<file path="config.mk">
export PLATFORM = sky130hd
export DESIGN_NAME = xorwow_ranged_random
export DESIGN_NICKNAME = d
export VERILOG_FILES = /design/src/hdl/xrr_pkg.sv /design/src/hdl/xorwow_ranged_random.sv /design/src/hdl/xrr_gen.sv /design/src/hdl/xrr_mod.sv
export SDC_FILE = /design/constraint.sdc
export NUM_CORES = 1
export LEC_CHECK = 0
export BUFFER_PORTS_ARGS = -buffer_cell sky130_fd_sc_hd__clkbuf_2
export CORE_MARGIN = 8
export CORE_UTILIZATION = 45
export CTS_CLUSTER_SIZE = 8
export DETAILED_ROUTE_END_ITERATION = 12
export PLACE_DENSITY = 0.72
export SYNTH_ARGS = -nofsm -noshare
export SYNTH_HDL_FRONTEND = slang
export SYNTH_SLANG_ARGS = --single-unit
export TNS_END_PERCENT = 100
</file>
<file path="constraint.sdc">
create_clock -name clk -period 5.35 [get_ports clk]
set_clock_uncertainty 0.2 [all_clocks]
set_input_delay 0.8025 -clock clk [delete_from_list [all_inputs] [get_ports clk]]
set_output_delay 0.8025 -clock clk [all_outputs]
set_load 0.1 [all_outputs]
</file>
<file path="src/hdl/xrr_pkg.sv">
package xrr_pkg;

    localparam int unsigned WORD_W   = 32;
    localparam int unsigned BOUND_W  = 31;
    localparam int unsigned WORD_CNT = 5;
    localparam int unsigned IDX_W    = 3;

    localparam logic [WORD_W-1:0] WEYL_STEP = 32'd362437;

    // seed register indexes
    localparam logic [IDX_W-1:0] REG_SEED_ZERO  = 3'd0;
    localparam logic [IDX_W-1:0] REG_SEED_ONE   = 3'd1;
    localparam logic [IDX_W-1:0] REG_SEED_TWO   = 3'd2;
    localparam logic [IDX_W-1:0] REG_SEED_THREE = 3'd3;
    localparam logic [IDX_W-1:0] REG_SEED_FOUR  = 3'd4;

    localparam logic [WORD_W-1:0] SEED_ZERO_RST  = 32'd123456789;
    localparam logic [WORD_W-1:0] SEED_ONE_RST   = 32'd362436069;
    localparam logic [WORD_W-1:0] SEED_TWO_RST   = 32'd521288629;
    localparam logic [WORD_W-1:0] SEED_THREE_RST = 32'd88675123;
    localparam logic [WORD_W-1:0] SEED_FOUR_RST  = 32'd5783321;

    typedef struct packed {
        logic              we;
        logic [IDX_W-1:0]  index;
        logic [WORD_W-1:0] data;
    } cfg_write_t;

endpackage

</file>
<file path="src/hdl/xorwow_ranged_random.sv">
// channel  | handshake                     | payload
// ---------+-------------------------------+---------------------------------------------
// s_axis   | s_axis_tvalid / s_axis_tready | tdata: lower_bound[30:0], upper_bound[61:31]
// m_axis   | m_axis_tvalid / m_axis_tready | tdata: ranged_value[30:0], raw_word[62:31]
//          |                               | tuser: range_error
// cfg      | cfg_we (no wait)              | cfg_index (seed 0..4), cfg_data
//
// After the accepting edge the block takes one generator step, loads the divider, runs the
// one-bit-per-cycle restoring modulo and adds the lower bound; it accepts no new request
// until it is back in idle.
// A range error skips the step and divider and goes straight to the result state.
// Reset clears the counter and loads the five default seeds; no clearing pass.
// A stalled result sits in the output register; the next transaction runs meanwhile
// and waits in its last cycle until that register frees up.
module xorwow_ranged_random
    import xrr_pkg::*;
(
    input  logic                clk,
    input  logic                rst_n,
    input  logic                s_axis_tvalid,
    output logic                s_axis_tready,
    input  logic [63:0]         s_axis_tdata,  // lower_bound, upper_bound
    output logic                m_axis_tvalid,
    input  logic                m_axis_tready,
    output logic [63:0]         m_axis_tdata,  // ranged_value, raw_word
    output logic                m_axis_tuser,  // range_error
    input  logic                cfg_we,
    input  logic [IDX_W-1:0]    cfg_index,
    input  logic [WORD_W-1:0]   cfg_data
);

    localparam logic [2:0] ST_IDLE = 3'd0;
    localparam logic [2:0] ST_STEP = 3'd1;
    localparam logic [2:0] ST_LOAD = 3'd2;
    localparam logic [2:0] ST_DIV  = 3'd3;
    localparam logic [2:0] ST_DONE = 3'd4;

    logic [2:0]         state_reg, state_next;
    logic [BOUND_W-1:0] lower_reg;
    logic [WORD_W-1:0]  span_reg;
    logic               err_reg;
    logic [WORD_W-1:0]  raw_reg;

    logic               out_valid_reg;
    logic [BOUND_W-1:0] out_ranged_reg;
    logic [WORD_W-1:0]  out_raw_reg;
    logic               out_err_reg;

    logic [BOUND_W-1:0] in_lower, in_upper;
    logic               accept;
    logic               out_free;
    logic               finish;
    cfg_write_t         cfg;
    logic               mod_start;
    logic               mod_done;
    logic               gen_step;
    logic [WORD_W-1:0]  gen_raw;
    logic [BOUND_W-1:0] mod_rem;

    assign in_lower = s_axis_tdata[BOUND_W-1:0];
    assign in_upper = s_axis_tdata[2*BOUND_W-1:BOUND_W];

    assign s_axis_tready = (state_reg == ST_IDLE);
    assign accept        = s_axis_tvalid && s_axis_tready;
    assign out_free      = !out_valid_reg || m_axis_tready;
    assign finish        = (state_reg == ST_DONE) && out_free;

    assign cfg = '{we: cfg_we, index: cfg_index, data: cfg_data};

    assign gen_step  = (state_reg == ST_STEP);
    assign mod_start = (state_reg == ST_LOAD);

    xrr_gen u_gen
    (
        .clk      (clk),
        .rst_n    (rst_n),
        .cfg      (cfg),
        .step     (gen_step),
        .raw_word (gen_raw)
    );

    xrr_mod u_mod
    (
        .clk       (clk),
        .rst_n     (rst_n),
        .start     (mod_start),
        .dividend  (gen_raw),
        .divisor   (span_reg),
        .done      (mod_done),
        .remainder (mod_rem)
    );

    always_comb
    begin
        state_next = state_reg;
        unique case (state_reg)
            ST_IDLE:
            begin
                if (accept)
                    state_next = (in_upper < in_lower) ? ST_DONE : ST_STEP;
            end
            ST_STEP: state_next = ST_LOAD;
            ST_LOAD: state_next = ST_DIV;
            ST_DIV:
            begin
                if (mod_done)
                    state_next = ST_DONE;
            end
            ST_DONE:
            begin
                if (out_free)
                    state_next = ST_IDLE;
            end
            default: state_next = ST_IDLE;
        endcase
    end

    always_ff @(posedge clk or negedge rst_n)
    begin
        if (!rst_n)
        begin
            state_reg     <= ST_IDLE;
            out_valid_reg <= 1'b0;
        end
        else
        begin
            state_reg <= state_next;
            if (finish)
                out_valid_reg <= 1'b1;
            else if (m_axis_tready)
                out_valid_reg <= 1'b0;
        end
    end

    always_ff @(posedge clk)
    begin
        if (accept)
        begin
            lower_reg <= in_lower;
            // span reaches 2^31 at most
            span_reg  <= {1'b0, in_upper} - {1'b0, in_lower} + 32'd1;
            err_reg   <= (in_upper < in_lower);
        end
        if (mod_start)
            raw_reg <= gen_raw;
        if (finish)
        begin
            out_err_reg <= err_reg;
            if (err_reg)
            begin
                out_ranged_reg <= '0;
                out_raw_reg    <= '0;
            end
            else
            begin
                out_ranged_reg <= lower_reg + mod_rem;
                out_raw_reg    <= raw_reg;
            end
        end
    end

    assign m_axis_tvalid = out_valid_reg;
    assign m_axis_tdata  = {1'b0, out_raw_reg, out_ranged_reg};
    assign m_axis_tuser  = out_err_reg;

endmodule

</file>
<file path="src/hdl/xrr_gen.sv">
module xrr_gen
    import xrr_pkg::*;
(
    input  logic              clk,
    input  logic              rst_n,
    input  cfg_write_t        cfg,
    input  logic              step,
    output logic [WORD_W-1:0] raw_word
);

    logic [WORD_W-1:0] word0_reg, word1_reg, word2_reg, word3_reg, word4_reg;
    logic [WORD_W-1:0] counter_reg;
    logic [WORD_W-1:0] t_a, t_b, t_next;

    // word0 is the newest word, word4 the oldest
    always_comb
    begin
        t_a    = word4_reg ^ (word4_reg >> 2);
        t_b    = t_a ^ (t_a << 1);
        t_next = t_b ^ word0_reg ^ (word0_reg << 4);
    end

    always_ff @(posedge clk or negedge rst_n)
    begin
        if (!rst_n)
        begin
            word0_reg   <= SEED_ZERO_RST;
            word1_reg   <= SEED_ONE_RST;
            word2_reg   <= SEED_TWO_RST;
            word3_reg   <= SEED_THREE_RST;
            word4_reg   <= SEED_FOUR_RST;
            counter_reg <= '0;
        end
        else if (cfg.we)
        begin
            unique case (cfg.index)
                REG_SEED_ZERO:
                begin
                    word0_reg   <= cfg.data;
                    counter_reg <= '0;
                end
                REG_SEED_ONE:
                begin
                    word1_reg   <= cfg.data;
                    counter_reg <= '0;
                end
                REG_SEED_TWO:
                begin
                    word2_reg   <= cfg.data;
                    counter_reg <= '0;
                end
                REG_SEED_THREE:
                begin
                    word3_reg   <= cfg.data;
                    counter_reg <= '0;
                end
                REG_SEED_FOUR:
                begin
                    word4_reg   <= cfg.data;
                    counter_reg <= '0;
                end
                default:
                begin
                end
            endcase
        end
        else if (step)
        begin
            word4_reg   <= word3_reg;
            word3_reg   <= word2_reg;
            word2_reg   <= word1_reg;
            word1_reg   <= word0_reg;
            word0_reg   <= t_next;
            counter_reg <= counter_reg + WEYL_STEP;
        end
    end

    // valid after a step: newest word plus counter
    assign raw_word = word0_reg + counter_reg;

endmodule

</file>
<file path="src/hdl/xrr_mod.sv">
module xrr_mod
    import xrr_pkg::*;
(
    input  logic               clk,
    input  logic               rst_n,
    input  logic               start,
    input  logic [WORD_W-1:0]  dividend,
    input  logic [WORD_W-1:0]  divisor,
    output logic               done,
    output logic [BOUND_W-1:0] remainder
);

    localparam int unsigned CNT_W = $clog2(WORD_W);
    localparam logic [CNT_W-1:0] CNT_LAST = CNT_W'(WORD_W - 1);

    logic               busy_reg;
    logic [CNT_W-1:0]   count_reg;
    logic [WORD_W-1:0]  dvd_reg;
    logic [WORD_W-1:0]  dvs_reg;
    logic [BOUND_W-1:0] rem_reg;
    logic [BOUND_W-1:0] rem_next;
    logic [WORD_W-1:0]  trial;
    logic [WORD_W-1:0]  diff;

    // restoring step: remainder stays below divisor <= 2^31, so 31 bits hold it
    always_comb
    begin
        trial = {rem_reg, dvd_reg[WORD_W-1]};
        diff  = trial - dvs_reg;
        if (trial >= dvs_reg)
            rem_next = diff[BOUND_W-1:0];
        else
            rem_next = trial[BOUND_W-1:0];
    end

    always_ff @(posedge clk or negedge rst_n)
    begin
        if (!rst_n)
        begin
            busy_reg  <= 1'b0;
            count_reg <= '0;
        end
        else if (start)
        begin
            busy_reg  <= 1'b1;
            count_reg <= '0;
        end
        else if (busy_reg)
        begin
            count_reg <= count_reg + 1'b1;
            if (count_reg == CNT_LAST)
                busy_reg <= 1'b0;
        end
    end

    always_ff @(posedge clk)
    begin
        if (start)
        begin
            dvd_reg <= dividend;
            dvs_reg <= divisor;
            rem_reg <= '0;
        end
        else if (busy_reg)
        begin
            dvd_reg <= {dvd_reg[WORD_W-2:0], 1'b0};
            rem_reg <= rem_next;
        end
    end

    assign done      = busy_reg && (count_reg == CNT_LAST);
    assign remainder = rem_reg;

endmodule

</file>
**Word level (Yosys, flattened, before mapping)**

Cells that the tools add are included.

- Flip-flop bits (word level): 457
- Output and inout bits: 67
- Word-level logic and storage cells: 102

- Add/sub/neg operators: 7
- $lt $le $gt $ge: 2
- Eq/ne operators: 18
- Muxes and demuxes: 33
- Bitwise logic cells: 4
- Reductions and logical operators: 18

Operators with widths:

| kind | number |
|---|---|
| $mux 32 | 20 |
| $xor 32x32->32 | 3 |
| $add 32x1->32 const B | 1 |
| $add 32x19->32 const B | 1 |
| $add 32x32->32 | 1 |
| $ge 32x32->1 | 1 |
| $sub 31x31->32 | 1 |
| $xor 32x30->32 | 1 |
| $add 31x31->31 | 1 |
| $lt 31x31->1 | 1 |
| $mux 31 | 1 |
| $sub 31x31->31 | 1 |
| $pmux 3 s5 | 1 |
| $eq 3x2->1 const B | 4 |
| $mux 3 | 4 |
| $ne 2x1->1 const B | 6 |
| $reduce_and 2->1 | 6 |
| $mux 5 | 2 |
| $eq 3x1->1 const B | 2 |
| $eq 3x3->1 const B | 2 |
| $logic_not 3->1 | 2 |
| $ne 2x2->1 const B | 3 |
| $reduce_bool 2->1 | 3 |
| $add 5x1->5 const B | 1 |
| 7 further kinds | 13 |

**Longest topological paths before layout**

- Word-level depth: 6
- Depth in mapped cells: 15
- Mapped depth without buffers: 15

**By module**

Synthesis repeated with hierarchy kept, for this count alone.

- Cell total of the unflattened synthesis: 2,611
- Area, all modules: 26,733.1 µm²

Modules (own cells, without submodules):

| module | instances | cells each | area each (µm²) |
|---|---|---|---|
| xrr_gen | 1 | 1,238 | 11,491.0 |
| xorwow_ranged_random | 1 | 825 | 9,577.9 |
| xrr_mod | 1 | 548 | 5,664.2 |

**Least setup slack after synthesis**

OpenSTA, ideal clock, no wires.

- Kind: register to register
- Start point: reg state_reg[2]
- End point: reg err_reg (enable)
- Setup time: 0.429 ns
- Data arrival time: 4.285 ns
- Required time: 4.721 ns
- Path slack: 0.436 ns
- Stages on the path, launching flop included: 3
- Buffers on the path: 0
- Cell sequence: dfrtp_1 -> nor3_1 -> and2_1

- Longest elaborated chain between the ends: 2

Ends and longest elaborated chain:

| element | line | source |
|---|---|---|
| start: declaration | xorwow_ranged_random.sv:38 | `logic [2:0] state_reg, state_next;` |
| start signal: assignment | xorwow_ranged_random.sv:127 | `state_reg <= state_next;` |
| $logic_not 3->1 | xorwow_ranged_random.sv:63 | `assign s_axis_tready = (state_reg == ST_IDLE);` |
| named net s_axis_tready | xorwow_ranged_random.sv:21 | `output logic s_axis_tready,` |
| $logic_and 1x1->1 | xorwow_ranged_random.sv:64 | `assign accept = s_axis_tvalid && s_axis_tready;` |
| named net accept | xorwow_ranged_random.sv:50 | `logic accept;` |
| end signal: assignment | xorwow_ranged_random.sv:142 | `err_reg <= (in_upper < in_lower);` |
| end: declaration | xorwow_ranged_random.sv:41 | `logic err_reg;` |

The timed path passes the listed nets, and every way through them passes these cells.
A chain may end at the register's enable or synchronous reset.

**Final worst setup path**

- Start point: reg u_mod.dvd_reg[31]
- End point: reg u_mod.rem_reg[30] (netlist: u_mod.remainder[30])

- Longest elaborated chain between the ends: 2
- Elaborated cells between the ends (all ways): 3
- Those cells by class: add/sub: 1; order compare: 1; mux: 1

Ends and longest elaborated chain:

| element | line | source |
|---|---|---|
| start: declaration | xrr_mod.sv:18 | `logic [WORD_W-1:0] dvd_reg;` |
| start signal: assignment | xrr_mod.sv:60 | `dvd_reg <= dividend;` |
| start signal: assignment | xrr_mod.sv:66 | `dvd_reg <= {dvd_reg[WORD_W-2:0], 1'b0};` |
| $sub 31x31->31 or $ge 32x32->1 (tied branches) | xrr_mod.sv:29, xrr_mod.sv:30 |  |
| $mux 31 (*) | xrr_mod.sv:30 | `if (trial >= dvs_reg)` |
| end signal: assignment | xrr_mod.sv:67 | `rem_reg <= rem_next;` |
| end: declaration | xrr_mod.sv:20 | `logic [BOUND_W-1:0] rem_reg;` |

Every way passes the cells marked *; elsewhere a longest branch is shown, timed or not.

==> summary.txt <==
Asr flop ratio synth: 0.442
Cells along the critical path: inv_1 -> ha_1 -> fa_1 -> nor2b_1 -> o21ai_2 -> a21boi_1 -> o31a_1 -> or3b_1 -> a221oi_4 -> o21ai_4 -> or4b_2 -> mux2i_1 -> a211oi_2
Initial antenna violation count: 0
CTS Buf Count: 67
GPL Wtd Cong: 0.905
I/O pin cnt: 171
Die Y: 257 um
Worst Path Required: 5.60 ns
Hold Buf Count CTS: 1
CP arrival: 4.35 ns
Reg2reg setup slack: 1.25 ns
Synth Flop Type: edfxtp_1
Synth Register Bits: 457
Initial DRC Count: 1460
Overflow after GRT: 0
Crit start category: flop
Switching share of power: 0.370
Post-route setup TNS: 0 ns
HPWL after DPL: 46600 um
Vias in the first global route: 19600
CP endpoint kind: flop
First-pass DRT Iterations: 6
# rows: 88
Internal: 10300 uW
Global routing met1 resource utilization: 0.243
Fin crit share: 0.766
Clk sink count: 457
RSZ-0062 raised after global routing: no
H-tree levels: 3
Remaining DRCs: 0
Final Hold Fails: 0
Cell area power density: 551 mW/mm^2
Cells after Synth: 2562
Fmax achieved: 244 MHz
Worst hold margin: 0.198 ns
GRT Total Usage: 0.190
Vias: 19700
Setup-failing EPs final: 0
Max_cap viols: 0
CTS root buffer: clkbuf_16
Flop pwr share: 0.356
VDD IR-drop max: 324 uV
Slew @ Worst Pin: 1.32 ns
CTS Buffer Depth: 3
Hold Path Class: input port to flop
Reg2Reg Depth: 13
Post-route ant nets: 0
Max-slew headroom: 0.115
Clk slew on worst S/H paths: 0.06 ns
Tmin final: 4.10 ns
First-pass GRT wire length: 103000 um
Logic pwr share: 0.403
Met3 GRT Util: 0.0346
Critical register-to-register path endpoint: u_mod.remainder[30]
Total Wirelength: 64100 um
Die Wd: 257 um
Max-slew violation count: 0
Post-synth EDFFs: 224
PostCTS Resize Cnt: 0
DIE AREA: 0.0660 sq mm
Diode count: 0
Seq/Total Area, Yosys: 0.478
GRT busiest layer: met2
CTS tree: done
CP max stage cell: or4b_2
CP delay by family, top: compound AO/OA/AOI/OAI gates
Syn Area/Cell: 10.2 sq um
Finished Core Util: 0.516
Lkg Pwr: 0.0127 uW
Power share of the clock group: 0.241
Initial Util: 0.454
CP Depth: 13
Crit path buffers/inverters: 1
Core ar.: 0.0576 sq mm
Outcome: completed
Critical Path Fanout Max: 20
Worst Setup EP: u_mod.remainder[30]
WL/cell: 18.1 um
Crit path from: u_mod.dvd_reg[31]
Syn Nets: 2840
Via/cell ratio: 5.56
Setup Crit Path Kind: flop to flop
Setup Buffers After CTS: 0
Port buffer count: 167
Synthesized area: 0.0261 sq mm
Psw: 6060 uW
Synth warn: 0
Skew-Pair Late Insertion Delay: 0.59 ns
Synth-to-layout area growth: 13.8%
Share of layout cells above drive strength 1: 0.150
Worst R2R Start: u_mod.dvd_reg[31]
Synth unique cells: 87
Nets: 2999
Largest net degree at the start of global routing: 165
CP max stage delay: 0.65 ns
Met2 Use GR: 0.325
-- cell type report --
| type | instances | area, sq um |
|---|---|---|
| timing repair buffer | 188 | 1020 |
| sequential | 457 | 12500 |
| fill | 5159 | 27900 |
| clock inverter | 5 | 76.3 |
| inverter | 103 | 389 |
| tap | 765 | 957 |
| clock buffer | 116 | 1890 |
| multi-input combinational | 1904 | 12900 |
-- synthesized netlist by cell type, types with 50 or more instances --
cell type / count / share of area
nor2_1: 181 / 0.026
o21ai_0: 209 / 0.040
a21boi_0: 79 / 0.023
edfxtp_1: 224 / 0.26
mux2i_1: 50 / 0.019
nor2b_1: 58 / 0.014
a21oi_1: 119 / 0.023
dfrtp_1: 129 / 0.12
a21o_1: 58 / 0.017
inv_1: 102 / 0.015
nand2_1: 350 / 0.050
dfstp_2: 73 / 0.073
ha_1: 159 / 0.076
xnor2_1: 164 / 0.055
clkbuf_1: 89 / 0.013
xor2_1: 71 / 0.024
-- power by group through the flow --
stage	combinational [uW]	sequential (uW)	clock, uW
3_5_place_dp	6510	5860	0
2_1_floorplan	5310	5530	0
6_report	6590	5820	3950
3_3_place_gp	6310	5810	0
5_1_grt	7360	5920	4180
4_1_cts	6570	5800	4030
-- worst register-to-register path, delay by kind of cell (launching register included) --
family	cells	cell delay, ns
compound gates	6	1.31
fa+ha+maj	2	0.62
buf+inv	1	0.06
flops	1	0.42
mux	1	0.20
simple gates	3	1.14
-- layout by cell type (no fill, tap or decap), types with 10 or more instances in the layout --
master,count
nand2_1,349
edfxtp_1,224
o21ai_0,209
nor2_1,180
clkbuf_2,165
xnor2_1,164
ha_1,159
dfrtp_1,129
a21oi_1,119
inv_1,100
a21boi_0,79
dfstp_2,73
xor2_1,71
clkbuf_16,68
a21o_1,58
nor2b_1,58
mux2i_1,50
clkbuf_1,47
a31oi_1,44
nand3_1,41
mux2_2,33
dfxtp_1,31
nand4_1,23
nand2b_1,20
nor3_1,19
buf_4,19
and3_1,18
o21a_1,16
fa_1,15
a211oi_1,11
a31o_2,10
o31ai_1,10
o211ai_1,10
or3_1,10
-- cell families (layout without fill, tap and decap cells) --
logic type      Yosys count  in the layout  synth area share
compound gates          658            658             0.163
xor+xnor                235            235            0.0788
fa+ha+maj               174            174            0.0877
buf+inv                 201            412            0.0300
flops                   457            457             0.478
mux                      84             84            0.0338
other cells               1              1          0.000144
simple gates            752            752             0.128
-- how the worst min path moves through the flow --
stage	start	to	slack, ns	cells past startpoint
2_1_floorplan	span_reg[0]	u_mod.dvs_reg[0]	0.20	0
3_3_place_gp	span_reg[19]	u_mod.dvs_reg[19]	0.20	0
3_5_place_dp	span_reg[6]	u_mod.dvs_reg[6]	0.21	0
4_1_cts	s_axis_tdata[2]	lower_reg[2]	0.17	1
5_1_grt	s_axis_tdata[2]	lower_reg[2]	0.18	1
6_report	s_axis_tdata[2]	lower_reg[2]	0.20	1
-- per-layer routing --
layer	share of wire	up-vias	routed length, um
li1	-	9420	-
met1	0.43	9553	27800
met2	0.49	587	31200
met3	0.057	119	3630
met4	0.024	0	1550
met5	0	-	0
-- through the flow --
step	instance area, sq um	std cells	worst slack, ns	power, uW
2_1_floorplan	26100	2562	0.436	10800
3_3_place_gp	27700	3416	0.926	12100
3_5_place_dp	27700	3416	0.896	12400
4_1_cts	29700	3538	1.29	16400
5_1_grt	29700	3538	1.07	17500
6_report	29700	3538	1.25	16400
Power figures use the tool's default switching activity.
